--- src/hw/rtl/stl_pkg.sv ---
// Package for the sorted timer list: sizes, codes, shared types and helpers.
`timescale 1ns / 1ps
`default_nettype none

package stl_pkg;

   // Store size and derived widths
   localparam int DEPTH   = 16;
   localparam int IDX_W   = (DEPTH > 1) ? $clog2(DEPTH) : 1;
   localparam int CNT_W   = $clog2(DEPTH + 1);
   localparam int RES_MAX = 16;
   localparam int FIRE_W  = $clog2(RES_MAX + 1);

   // Field widths
   localparam int ID_W    = 16;
   localparam int DLY_W   = 24;
   localparam int TIME_W  = 48;
   localparam int STEP_W  = 10;

   // Request codes
   localparam logic [1:0] REQ_SET    = 2'd0;
   localparam logic [1:0] REQ_CANCEL = 2'd1;
   localparam logic [1:0] REQ_TICK   = 2'd2;
   localparam logic [1:0] REQ_CLEAR  = 2'd3;

   // Status codes
   localparam logic [1:0] ST_OK      = 2'd0;
   localparam logic [1:0] ST_PARAM   = 2'd1;
   localparam logic [1:0] ST_FULL    = 2'd2;
   localparam logic [1:0] ST_EXPIRED = 2'd3;

   // One stored timer
   typedef struct packed {
      logic [ID_W-1:0]   id;
      logic [TIME_W-1:0] dl;
      logic [DLY_W-1:0]  per;
   } entry_type;

   // Slot memory access for one cycle
   typedef struct packed {
      logic             rd_en;
      logic [IDX_W-1:0] rd_addr;
      logic             wr_en;
      logic [IDX_W-1:0] wr_addr;
      entry_type        wr_data;
   } ram_req_type;

   // One request item
   typedef struct packed {
      logic [1:0]       op;
      logic [ID_W-1:0]  tmr_id;
      logic [DLY_W-1:0] delay_ms;
      logic [DLY_W-1:0] period_ms;
   } req_item_type;

   // One result item
   typedef struct packed {
      logic [1:0]        status;
      logic [ID_W-1:0]   fired_id;
      logic              next_valid;
      logic [TIME_W-1:0] next_deadline;
      logic              last;
   } rsp_item_type;

   // Saturating 48-bit add
   function automatic logic [TIME_W-1:0] sat_add48(input logic [TIME_W-1:0] a,
                                                   input logic [TIME_W-1:0] b);
      logic [TIME_W:0] sum;
      sum = {1'b0, a} + {1'b0, b};
      return sum[TIME_W] ? {TIME_W{1'b1}} : sum[TIME_W-1:0];
   endfunction

endpackage

`default_nettype wire

--- src/hw/rtl/sorted_timer_list_top.sv ---
// Sorted timer list top level: channels, tick step register, result register.
// Keeps up to 16 one-shot or periodic timers sorted by deadline in a slot memory
// (one registered read and one write per cycle), equal deadlines in arrival order.
// Pending timers always fill slots 0..n-1, so a fill count stands for the valid
// bits and no clearing pass runs after reset. A valid set, a cancel and each
// expired timer walk the slot memory one entry at a time (read, then compare
// and write back); every operation then reads the head to report the next
// deadline. A tick reports at most 16 expired timers. One item is worked on
// at a time; req_ready is high only while the block is idle. Results pass
// through a one-entry output register. csr_tick_step is always accepted and
// must be written only while the block is idle.
`timescale 1ns / 1ps
`default_nettype none

module sorted_timer_list_top
   import stl_pkg::*;
(
   input  wire                clock,
   input  wire                reset,
   // request channel
   input  wire                req_valid,
   output logic               req_ready,
   input  wire  [1:0]         req_type,
   input  wire  [ID_W-1:0]    req_tmr_id,
   input  wire  [DLY_W-1:0]   req_delay_ms,
   input  wire  [DLY_W-1:0]   req_period_ms,
   // result channel
   output logic               rsp_valid,
   input  wire                rsp_ready,
   output logic [1:0]         rsp_status,
   output logic [ID_W-1:0]    rsp_fired_id,
   output logic               rsp_next_valid,
   output logic [TIME_W-1:0]  rsp_next_deadline,
   output logic               rsp_last,
   // tick step register
   input  wire                csr_valid,
   output logic               csr_ready,
   input  wire  [STEP_W-1:0]  csr_tick_step
);

   req_item_type      req_item;
   rsp_item_type      res_item;
   logic              res_valid;
   logic              res_ready;
   ram_req_type       mem_req;
   entry_type         rd_data;

   logic [STEP_W-1:0] tick_step_ff;
   logic              rsp_valid_ff;
   rsp_item_type      rsp_ff;

   assign req_item.op        = req_type;
   assign req_item.tmr_id    = req_tmr_id;
   assign req_item.delay_ms  = req_delay_ms;
   assign req_item.period_ms = req_period_ms;

   // Tick step register
   assign csr_ready = 1'b1;

   always_ff @(posedge clock) begin
      if (reset) begin
         tick_step_ff <= STEP_W'(1);
      end else if (csr_valid) begin
         tick_step_ff <= csr_tick_step;
      end
   end

   stl_ctrl u_ctrl (
      .clock     (clock),
      .reset     (reset),
      .req_valid (req_valid),
      .req_ready (req_ready),
      .req_item  (req_item),
      .tick_step (tick_step_ff),
      .res_valid (res_valid),
      .res_ready (res_ready),
      .res_item  (res_item),
      .mem_req   (mem_req),
      .rd_data   (rd_data)
   );

   stl_slot_ram u_ram (
      .clock   (clock),
      .mem_req (mem_req),
      .rd_data (rd_data)
   );

   // Output register: loads when empty or being drained
   assign res_ready = !rsp_valid_ff || rsp_ready;

   always_ff @(posedge clock) begin
      if (reset) begin
         rsp_valid_ff <= 1'b0;
      end else if (res_valid && res_ready) begin
         rsp_valid_ff <= 1'b1;
      end else if (rsp_ready) begin
         rsp_valid_ff <= 1'b0;
      end
   end

   always_ff @(posedge clock) begin
      if (res_valid && res_ready) begin
         rsp_ff <= res_item;
      end
   end

   assign rsp_valid         = rsp_valid_ff;
   assign rsp_status        = rsp_ff.status;
   assign rsp_fired_id      = rsp_ff.fired_id;
   assign rsp_next_valid    = rsp_ff.next_valid;
   assign rsp_next_deadline = rsp_ff.next_deadline;
   assign rsp_last          = rsp_ff.last;

endmodule

`default_nettype wire

--- src/hw/rtl/stl_slot_ram.sv ---
// Timer slot memory: one write and one registered read per cycle.
`timescale 1ns / 1ps
`default_nettype none

module stl_slot_ram
   import stl_pkg::*;
(
   input  wire         clock,
   input  ram_req_type mem_req,
   output entry_type   rd_data
);

   entry_type mem_ff [DEPTH];
   entry_type rd_data_ff;

   // Write port
   always_ff @(posedge clock) begin
      if (mem_req.wr_en) begin
         mem_ff[mem_req.wr_addr] <= mem_req.wr_data;
      end
   end

   // Read port, registered
   always_ff @(posedge clock) begin
      if (mem_req.rd_en) begin
         rd_data_ff <= mem_ff[mem_req.rd_addr];
      end
   end

   assign rd_data = rd_data_ff;

endmodule

`default_nettype wire

--- src/hw/rtl/stl_ctrl.sv ---
// Timer list sequencer: sorted insert, cancel compaction, expiry and result build.
`timescale 1ns / 1ps
`default_nettype none

module stl_ctrl
   import stl_pkg::*;
(
   input  wire                clock,
   input  wire                reset,
   input  wire                req_valid,
   output logic               req_ready,
   input  req_item_type       req_item,
   input  wire  [STEP_W-1:0]  tick_step,
   output logic               res_valid,
   input  wire                res_ready,
   output rsp_item_type       res_item,
   output ram_req_type        mem_req,
   input  entry_type          rd_data
);

   // Sequencer states
   localparam logic [3:0] S_IDLE    = 4'd0;
   localparam logic [3:0] S_INS_RD  = 4'd1;
   localparam logic [3:0] S_INS_CMP = 4'd2;
   localparam logic [3:0] S_CAN_RD  = 4'd3;
   localparam logic [3:0] S_CAN_CMP = 4'd4;
   localparam logic [3:0] S_HEAD    = 4'd5;
   localparam logic [3:0] S_HEAD_W  = 4'd6;
   localparam logic [3:0] S_FIRE    = 4'd7;
   localparam logic [3:0] S_FIR_RD  = 4'd8;
   localparam logic [3:0] S_FIR_CMP = 4'd9;
   localparam logic [3:0] S_EMIT    = 4'd10;

   logic [3:0]        state_ff, state_in;
   logic [CNT_W-1:0]  count_ff, count_in;
   logic [TIME_W-1:0] now_ff, now_in;
   logic [1:0]        op_ff, op_in;
   logic [1:0]        status_ff, status_in;
   logic [CNT_W-1:0]  scan_ff, scan_in;
   logic [CNT_W-1:0]  wptr_ff, wptr_in;
   logic [FIRE_W-1:0] fires_ff, fires_in;
   logic              one_shot_ff, one_shot_in;
   logic              last_ff, last_in;
   entry_type         new_ff, new_in;
   entry_type         head_ff, head_in;

   logic [CNT_W-1:0]  scan_dec;
   logic [CNT_W-1:0]  scan_inc;
   logic              fire_next;

   assign scan_dec = scan_ff - CNT_W'(1);
   assign scan_inc = scan_ff + CNT_W'(1);

   // Head of list is due and this tick still has result room
   assign fire_next = (op_ff == REQ_TICK) && (count_ff != '0) &&
                      (rd_data.dl <= now_ff) && (fires_ff < FIRE_W'(RES_MAX));

   assign req_ready = (state_ff == S_IDLE);
   assign res_valid = (state_ff == S_EMIT);

   // Result fields
   always_comb begin
      res_item.status        = status_ff;
      res_item.fired_id      = (status_ff == ST_EXPIRED) ? new_ff.id : '0;
      res_item.next_valid    = (count_ff != '0);
      res_item.next_deadline = (count_ff != '0) ? head_ff.dl : '0;
      res_item.last          = last_ff;
   end

   // Next-state and memory access
   always_comb begin
      state_in    = state_ff;
      count_in    = count_ff;
      now_in      = now_ff;
      op_in       = op_ff;
      status_in   = status_ff;
      scan_in     = scan_ff;
      wptr_in     = wptr_ff;
      fires_in    = fires_ff;
      one_shot_in = one_shot_ff;
      last_in     = last_ff;
      new_in      = new_ff;
      head_in     = head_ff;
      mem_req     = '0;

      unique case (state_ff)
         S_IDLE: begin
            if (req_valid) begin
               op_in      = req_item.op;
               new_in.id  = req_item.tmr_id;
               new_in.dl  = sat_add48(now_ff, TIME_W'(req_item.delay_ms));
               new_in.per = req_item.period_ms;
               status_in  = ST_OK;
               fires_in   = '0;
               last_in    = 1'b1;
               unique case (req_item.op)
                  REQ_SET: begin
                     if (req_item.delay_ms == '0) begin
                        status_in = ST_PARAM;
                        state_in  = S_HEAD;
                     end else if (count_ff == CNT_W'(DEPTH)) begin
                        status_in = ST_FULL;
                        state_in  = S_HEAD;
                     end else begin
                        scan_in  = count_ff;
                        state_in = S_INS_RD;
                     end
                  end
                  REQ_CANCEL: begin
                     scan_in  = '0;
                     wptr_in  = '0;
                     state_in = S_CAN_RD;
                  end
                  REQ_TICK: begin
                     now_in   = sat_add48(now_ff, TIME_W'(tick_step));
                     state_in = S_HEAD;
                  end
                  REQ_CLEAR: begin
                     count_in = '0;
                     state_in = S_HEAD;
                  end
               endcase
            end
         end

         // Walk down from the tail, moving later deadlines up one slot
         S_INS_RD: begin
            if (scan_ff == '0) begin
               mem_req.wr_en   = 1'b1;
               mem_req.wr_addr = '0;
               mem_req.wr_data = new_ff;
               count_in        = count_ff + CNT_W'(1);
               state_in        = S_HEAD;
            end else begin
               mem_req.rd_en   = 1'b1;
               mem_req.rd_addr = scan_dec[IDX_W-1:0];
               state_in        = S_INS_CMP;
            end
         end

         S_INS_CMP: begin
            mem_req.wr_en   = 1'b1;
            mem_req.wr_addr = scan_ff[IDX_W-1:0];
            if (new_ff.dl < rd_data.dl) begin
               mem_req.wr_data = rd_data;
               scan_in         = scan_dec;
               state_in        = S_INS_RD;
            end else begin
               mem_req.wr_data = new_ff;
               count_in        = count_ff + CNT_W'(1);
               state_in        = S_HEAD;
            end
         end

         // Compaction: keep entries whose id differs
         S_CAN_RD: begin
            if (scan_ff == count_ff) begin
               count_in = wptr_ff;
               state_in = S_HEAD;
            end else begin
               mem_req.rd_en   = 1'b1;
               mem_req.rd_addr = scan_ff[IDX_W-1:0];
               state_in        = S_CAN_CMP;
            end
         end

         S_CAN_CMP: begin
            if (rd_data.id != new_ff.id) begin
               mem_req.wr_en   = 1'b1;
               mem_req.wr_addr = wptr_ff[IDX_W-1:0];
               mem_req.wr_data = rd_data;
               wptr_in         = wptr_ff + CNT_W'(1);
            end
            scan_in  = scan_inc;
            state_in = S_CAN_RD;
         end

         S_HEAD: begin
            mem_req.rd_en   = 1'b1;
            mem_req.rd_addr = '0;
            state_in        = S_HEAD_W;
         end

         // Head captured; decide whether a tick fires first or reports
         S_HEAD_W: begin
            head_in = rd_data;
            if (op_ff == REQ_TICK) begin
               last_in = !fire_next;
               if (fire_next && (fires_ff == '0)) begin
                  state_in = S_FIRE;
               end else begin
                  state_in = S_EMIT;
               end
            end else begin
               state_in = S_EMIT;
            end
         end

         S_EMIT: begin
            if (res_ready) begin
               state_in = last_ff ? S_IDLE : S_FIRE;
            end
         end

         // Pop the head; a periodic timer goes back in at its next deadline
         S_FIRE: begin
            new_in.id   = head_ff.id;
            new_in.dl   = sat_add48(head_ff.dl, TIME_W'(head_ff.per));
            new_in.per  = head_ff.per;
            one_shot_in = (head_ff.per == '0);
            scan_in     = CNT_W'(1);
            fires_in    = fires_ff + FIRE_W'(1);
            status_in   = ST_EXPIRED;
            state_in    = S_FIR_RD;
         end

         S_FIR_RD: begin
            if (scan_ff == count_ff) begin
               if (one_shot_ff) begin
                  count_in = count_ff - CNT_W'(1);
               end else begin
                  mem_req.wr_en   = 1'b1;
                  mem_req.wr_addr = scan_dec[IDX_W-1:0];
                  mem_req.wr_data = new_ff;
               end
               state_in = S_HEAD;
            end else begin
               mem_req.rd_en   = 1'b1;
               mem_req.rd_addr = scan_ff[IDX_W-1:0];
               state_in        = S_FIR_CMP;
            end
         end

         S_FIR_CMP: begin
            mem_req.wr_en   = 1'b1;
            mem_req.wr_addr = scan_dec[IDX_W-1:0];
            if (one_shot_ff || (rd_data.dl <= new_ff.dl)) begin
               mem_req.wr_data = rd_data;
               scan_in         = scan_inc;
               state_in        = S_FIR_RD;
            end else begin
               mem_req.wr_data = new_ff;
               state_in        = S_HEAD;
            end
         end

         default: begin
            state_in = S_IDLE;
         end
      endcase
   end

   // Control registers
   always_ff @(posedge clock) begin
      if (reset) begin
         state_ff <= S_IDLE;
         count_ff <= '0;
         now_ff   <= '0;
      end else begin
         state_ff <= state_in;
         count_ff <= count_in;
         now_ff   <= now_in;
      end
   end

   // Working registers
   always_ff @(posedge clock) begin
      op_ff       <= op_in;
      status_ff   <= status_in;
      scan_ff     <= scan_in;
      wptr_ff     <= wptr_in;
      fires_ff    <= fires_in;
      one_shot_ff <= one_shot_in;
      last_ff     <= last_in;
      new_ff      <= new_in;
      head_ff     <= head_in;
   end

endmodule

`default_nettype wire

--- config.mk ---
export PLATFORM = sky130hd
export DESIGN_NAME = sorted_timer_list_top
export DESIGN_NICKNAME = d
export VERILOG_FILES = /design/src/hw/rtl/stl_pkg.sv /design/src/hw/rtl/sorted_timer_list_top.sv /design/src/hw/rtl/stl_slot_ram.sv /design/src/hw/rtl/stl_ctrl.sv
export SDC_FILE = /design/constraint.sdc
export NUM_CORES = 2
export LEC_CHECK = 0
export BUFFER_PORTS_ARGS = -buffer_cell sky130_fd_sc_hd__buf_2
export CAP_MARGIN = 30
export CORE_ASPECT_RATIO = 1.2
export CORE_MARGIN = 5
export CORE_UTILIZATION = 55
export DETAILED_ROUTE_END_ITERATION = 16
export PLACE_DENSITY = 0.71
export RECOVER_POWER = 50
export SYNTH_ARGS = -nofsm -noshare
export SYNTH_HDL_FRONTEND = slang
export SYNTH_SLANG_ARGS = --single-unit
export TNS_END_PERCENT = 1
--- constraint.sdc ---
create_clock -name clock -period 12.05 [get_ports clock]
set_input_delay 0.6025 -clock clock [delete_from_list [all_inputs] [get_ports clock]]
set_output_delay 0.6025 -clock clock [all_outputs]
set_load 0.02 [all_outputs]
After elaboration in Yosys (flattened, before gate mapping). Memories as Yosys holds them, arrays and structs flattened. A register that Yosys moved wholly into a read port is not among the register bits. Index checks and enable logic that the tools add are counted.

Register bits: 333. RAM bits: 1408. Input port bits: 81. Output and inout bits: 71. Logic and storage cells: 165. Memories kept: 1.

Memory list: u_ram.mem_ff (words 16, width 88, rd ports 1, clocked after Yosys merged registers in 1, wr ports 1, RTL line stl_slot_ram.sv:13) `entry_type mem_ff [DEPTH];`.

Add/subtract/negate cells: 9. Magnitude comparators: 4. Equality and inequality tests: 34. Mux-type cells: 62. Reductions and logical operators: 32.

Operators by type and width (number): 93-bit one-hot mux with 5 select lines (1); 93-bit 2-to-1 mux (4); 88-bit 2-to-1 mux (3); 88-bit one-hot mux with 2 select lines (1); 48-bit 2-to-1 mux (3); 48-bit by 24-bit adder with 49-bit output (2); 48-bit less-or-equal comparator (2); 5-bit 2-to-1 mux (18); 5-bit one-hot mux with 5 select lines (2); 48-bit by 10-bit adder with 49-bit output (1); 24-bit zero test (2); 48-bit < comparator (1); 4-bit one-hot mux with 11 select lines (1); 5-bit one-hot mux with 2 select lines (3); 4-bit 2-to-1 mux (7); 2-bit by 1-bit inequality test with 1-bit output, second input constant (11); 5-bit by 1-bit adder with 5-bit output, second input constant (4); 4-bit by 3-bit equality test with 1-bit output, second input constant (4); 16-bit inequality test (1); 5-bit one-hot mux with 3 select lines (1); 5-bit nonzero test (3); 4-bit equality test, second input constant (3); 3-bit 2-to-1 mux (4); 4-bit one-hot mux with 3 select lines (1); other kinds (28) (58).

Logic depth before layout (Yosys ltp).
Word-level depth: 8. Gate-level depth with buffers: 14. Gate-level depth less buffers: 12.

By module. Synthesis repeated with hierarchy kept, for this count alone.

Cell total of the unflattened synthesis: 4392. Area total of the unflattened synthesis: 76238.1 um^2.

Modules (own cells, without submodules): stl_slot_ram (instances 1, cells each 2256, area each 55241.7 um^2, seq. area each 44923.1 um^2); stl_ctrl (instances 1, cells each 2029, area each 18546.5 um^2, seq. area each 7056.8 um^2); sorted_timer_list_top (instances 1, cells each 107, area each 2449.8 um^2, seq. area each 2262.2 um^2).

Worst setup path after synthesis. OpenSTA, ideal clock, no wires.

Path type: register to register. Start: reg u_ctrl.scan_ff[1]. End: mem u_ram.mem_ff[0][0] (netlist name), enable pin. Setup time: 642 ps. Data arrival time: 7959 ps. Required time: 11408 ps. Setup slack: 3449 ps. Cell stages (with the launch flop): 11. Buffers on the path: 2. Period minus slack after synthesis: 8601 ps. Cells stage by stage: edfxtp_1 -> clkbuf_1 -> xnor2_1 -> nand3_1 -> or2_2 -> clkbuf_1 -> o21ai_0 -> nor4_1 -> nor3_1 -> nand2_1 -> nor3_1.

Longest elaborated chain between the ends: 5. Elaborated cells on any way between the ends: 9. Those cells by class: 1 x add/sub; 1 x eq/ne; 6 x mux; 1 x reduce/logical.

Ends and longest elaborated chain: start: declaration (RTL line stl_ctrl.sv:39) `logic [CNT_W-1:0] scan_ff, scan_in;`; start signal: assignment (RTL line stl_ctrl.sv:270) `scan_ff <= scan_in;`; branches (longest 2 deep; another with 5-bit by 1-bit subtractor with 5-bit output); 93-bit one-hot mux with 5 select lines * (RTL line stl_ctrl.sv:86) `unique case (state_ff)`; 1-bit 2-to-1 mux (RTL line stl_slot_ram.sv:18) `if (mem_req.wr_en) begin`; 1-bit 2-to-1 mux (implied by the code) (RTL line stl_slot_ram.sv:19) `mem_ff[mem_req.wr_addr] <= mem_req.wr_data;`; end: declaration (RTL line stl_slot_ram.sv:13).

Mark *: on every way between the ends.

Final worst setup path.
Start: reg u_ctrl.new_ff[76] (netlist name). End: mem u_ram.mem_ff[0][78] (netlist name), enable pin.

Longest elaborated chain between the ends: 5.

Ends and longest elaborated chain: start: declaration (RTL line stl_ctrl.sv:44) `entry_type new_ff, new_in;`; start signal: assignment (RTL line stl_ctrl.sv:275) `new_ff <= new_in;`; 16-bit inequality test * (RTL line stl_ctrl.sv:168) `if (rd_data.id != new_ff.id) begin`; 93-bit 2-to-1 mux * (RTL line stl_ctrl.sv:168); 93-bit one-hot mux with 5 select lines * (RTL line stl_ctrl.sv:86); 1-bit 2-to-1 mux (RTL line stl_slot_ram.sv:18); 1-bit 2-to-1 mux (implied by the code) (RTL line stl_slot_ram.sv:19).

Every way passes the cells marked *; elsewhere a longest branch is shown, timed or not.

==> qor.yml <==
clock_network:
  clock-sinks: 1829
  root_buffer: "clkbuf_16"
  h-tree-depth: 4
  clock_latency_ps: 820
  clk_pin_slew_worst_paths_ps: 70
  cts_max_path_buffers: 3
  cts_made_buffers: 169
  cts_tree: "yes"
detailed_routing:
  drt-wirelength-per-cell_um: 29.8
  num_vias: 42900
  ant_nets: 0
  drc_errors: 0
  drt_wl_total_mm: 196
  drtIter0Drc: 4714
  vias_per_cell: 6.53
  drt_pass1_iterations: 6
grt:
  gr-usage-all-layers_pct: 26.8
  grt_max_degree: 113
  antenna_found_initial: 6
  overflow: 0
  grt_pass1_wl_mm: 287
  grt_pass1_vias: 43100
logic_synthesis:
  ys_ff_latch: 1829
  synthCells: 4407
  syn_avg_cell_area_sq_um: 17.3
  async_flop_share_pct: 0
  synth_fp_nets: 4654
  ys_seq_area_share_pct: 71.2
  syn-cell-area_sq_mm: 0.0762
  synthFlopType: "edfxtp_1"
  synth-edff-count: 1761
  synth_area_leader_cell: "edfxtp_1"
  yosysUniqueCellTypes: 78
  synth_top_area_share_pct: 69.4
  synth_area_leaders: "edfxtp_1 69%, mux4_2 10%, ha_1 2.7%, a22oi_1 2.2%, dfxtp_1 1.8%"
  ys_warn_count: 0
sta:
  period_share_pct: 70.6
  fmax_mhz: 118
  finalSetupViolations: 0
  tightest_slew_ps: 4450
  period_minus_slack_ps: 8500
  grt_setup_unrepaired: "no"
  finalHoldViolCount: 0
  fin_skew_ps: 41.0
  slew_headroom_pct: -196
  slew_violations: 1512
  hold_slack_ps: 57.9
  fin_setup_tns_ps: 0
setup_path:
  critPathLaunchType: "flop"
  required_ps: 12390
  critPathSlowestCell: "clkbuf_1"
  path_class: "flop to flop"
  crit_top_cell: "clkbuf_1"
  endpoint_kind: "flop"
  worstPathCellList: "xnor2_1, nand4_1, nor4_1, nor2_1, a221oi_1, nand2_1, nor3_1, clkbuf_1, clkbuf_1"
  critical_path.max_stage_delay_ps: 2260
  worstPathMaxFanout: 37
  arrival_ps: 8840
place:
  post-dp-hpwl_mm: 117
  gp_congestion: 0.913
  io_buffer_count: 150
finish:
  area_growth_syn_to_layout_pct: 11.2
  layout-drive-gt1-share_pct: 16.1
  multi_input_area_sq_mm: 0.0207
  most-common-layout-cells: "1761 x edfxtp_1, 352 x mux4_2, 318 x nand2_1, 219 x a22oi_1, 174 x clkbuf_16"
  final_common_cell: "edfxtp_1"
  nNetsFinal: 4869
  nFillCells: 9741
  regArea_sq_mm: 0.0542
outcome:
  violations: "max-capacitance violations, max-slew violations"
  status: "complete, but fails checks"
die:
  die-area_sq_mm: 0.146
  io_pins: 152
  placeableCoreArea_sq_mm: 0.138
  core.rowCount: 149
  die_y_um: 418
  die_w_um: 350
  start_util_pct: 55.4
pwr:
  powerDensity_mw_per_mm2: 244
  p_leak_nw: 28.5
  ir_drop_uv: 319
run:
  drv_cap: 42
worst_hold_path:
  hp-class: "input port to flop"
path summary, 6_finish.rpt:
kind                              endpoint  slack, ps  depth (start not counted)                         from
max          u_ram.mem_ff[0][78]$_DFFE_PP_       3550                          9  u_ctrl.new_ff[76]$_DFFE_PP_
min           tick_step_ff[3]$_SDFFE_PP0P_         60                          3             csr_tick_step[3]
max reg2reg  u_ram.mem_ff[0][78]$_DFFE_PP_       3550                          9  u_ctrl.new_ff[76]$_DFFE_PP_
min reg2reg    u_ctrl.head_ff[8]$_DFFE_PP_        460                          0   u_ram.rd_data[8]$_DFFE_PP_
flip-flops by register name, summed over array words and instances (netlist names):
name                count
u_ctrl.last_ff          1
rsp_status              2
rsp_valid               1
rsp_next_valid          1
u_ctrl.new_ff          88
u_ctrl.head_ff         88
u_ram.mem_ff         1408
u_ctrl.status_ff        2
u_ctrl.now_ff          48
u_ctrl.scan_ff          5
rsp_fired_id           16
rsp_next_deadline      48
u_ctrl.count_ff         5
u_ctrl.one_shot_ff      1
u_ctrl.wptr_ff          5
rsp_last                1
u_ctrl.op_ff            2
u_ctrl.fires_ff         5
u_ram.rd_data          88
u_ctrl.state_ff         4
tick_step_ff           10
critical path, delay by kind of cell (launching register included):
family | cells | cell delay [ps]
buf+inv | 2 | 3690
simple gates | 5 | 2630
compound gates | 1 | 810
flops | 1 | 430
xor+xnor | 1 | 430
cell type report:
| class | count | share of cell area [%] |
|---|---|---|
| antenna | 4 | 0.0118 |
| clock inverter | 109 | 1.15 |
| timing repair buffer | 254 | 1.86 |
| inverter | 132 | 0.587 |
| sequential | 1829 | 64.0 |
| clock buffer | 202 | 5.28 |
| tap | 1812 | 2.68 |
| multi-input combinational | 2236 | 24.4 |
where the power goes:
| part | total [mW] | switching [mW] | internal [mW] |
|---|---|---|---|
| registers | 9.30 | 0.478 | 8.82 |
| logic | 6.06 | 3.78 | 2.27 |
| clock network | 5.30 | 2.31 | 2.99 |
| total | 20.7 | 6.57 | 14.1 |
cells by family (layout without fill, tap and decap cells):
group,count (synthesis),in the layout,synth area share (%)
multiplexers,366,366,10.6
buffers and inverters,342,697,1.80
XOR/XNOR,139,139,1.60
AND/OR/NAND/NOR,825,825,5.27
flip-flops,1829,1829,71.2
adder cells (fa/ha/maj),166,166,2.77
other,1,5,0.00492
AO/OA/AOI/OAI,739,739,6.75
what timing repair did:
| action | 4_1_cts | 5_1_grt |
|---|---|---|
| resized for setup | 0 | 0 |
| hold buffers | 8 | 0 |
| endpoints found under the hold margin | 8 | 0 |
| setup buffers | 0 | 0 |
routing by layer:
metal  track usage [%]  wire length (um)  vias up
li1                  -                 -    18200
met1              37.4             75700    22100
met2              43.2             94300     2321
met3              4.67             18700      350
met4              9.64              7360        0
met5                 0                 0        -
metrics by stage:
| step | total power [mW] | std cells | area [sq um] | utilization, % | setup slack [ps] |
|---|---|---|---|---|---|
| after floorplan | 13.3 | 4407 | 76200 | - | 3450 |
| after global placement | 15.1 | 6230 | 79100 | 57.5 | 6240 |
| after detailed placement | 15.3 | 6252 | 79600 | 57.9 | 6250 |
| after CTS | 20.6 | 6571 | 85200 | 61.9 | 6220 |
| after global routing | 21.5 | 6575 | 84700 | 61.5 | 3280 |
| final | 20.7 | 6578 | 84700 | 61.6 | 3550 |
synthesized netlist by cell type (88+ instances only):
cell	number
o21ai_0	88
inv_1	131
a22oi_1	219
edfxtp_1	1761
xnor2_1	109
a22o_1	91
ha_1	162
nand2_1	318
nor2_1	139
a21oi_1	155
mux4_2	352
clkbuf_1	144
(Power assumes the default switching activity.)
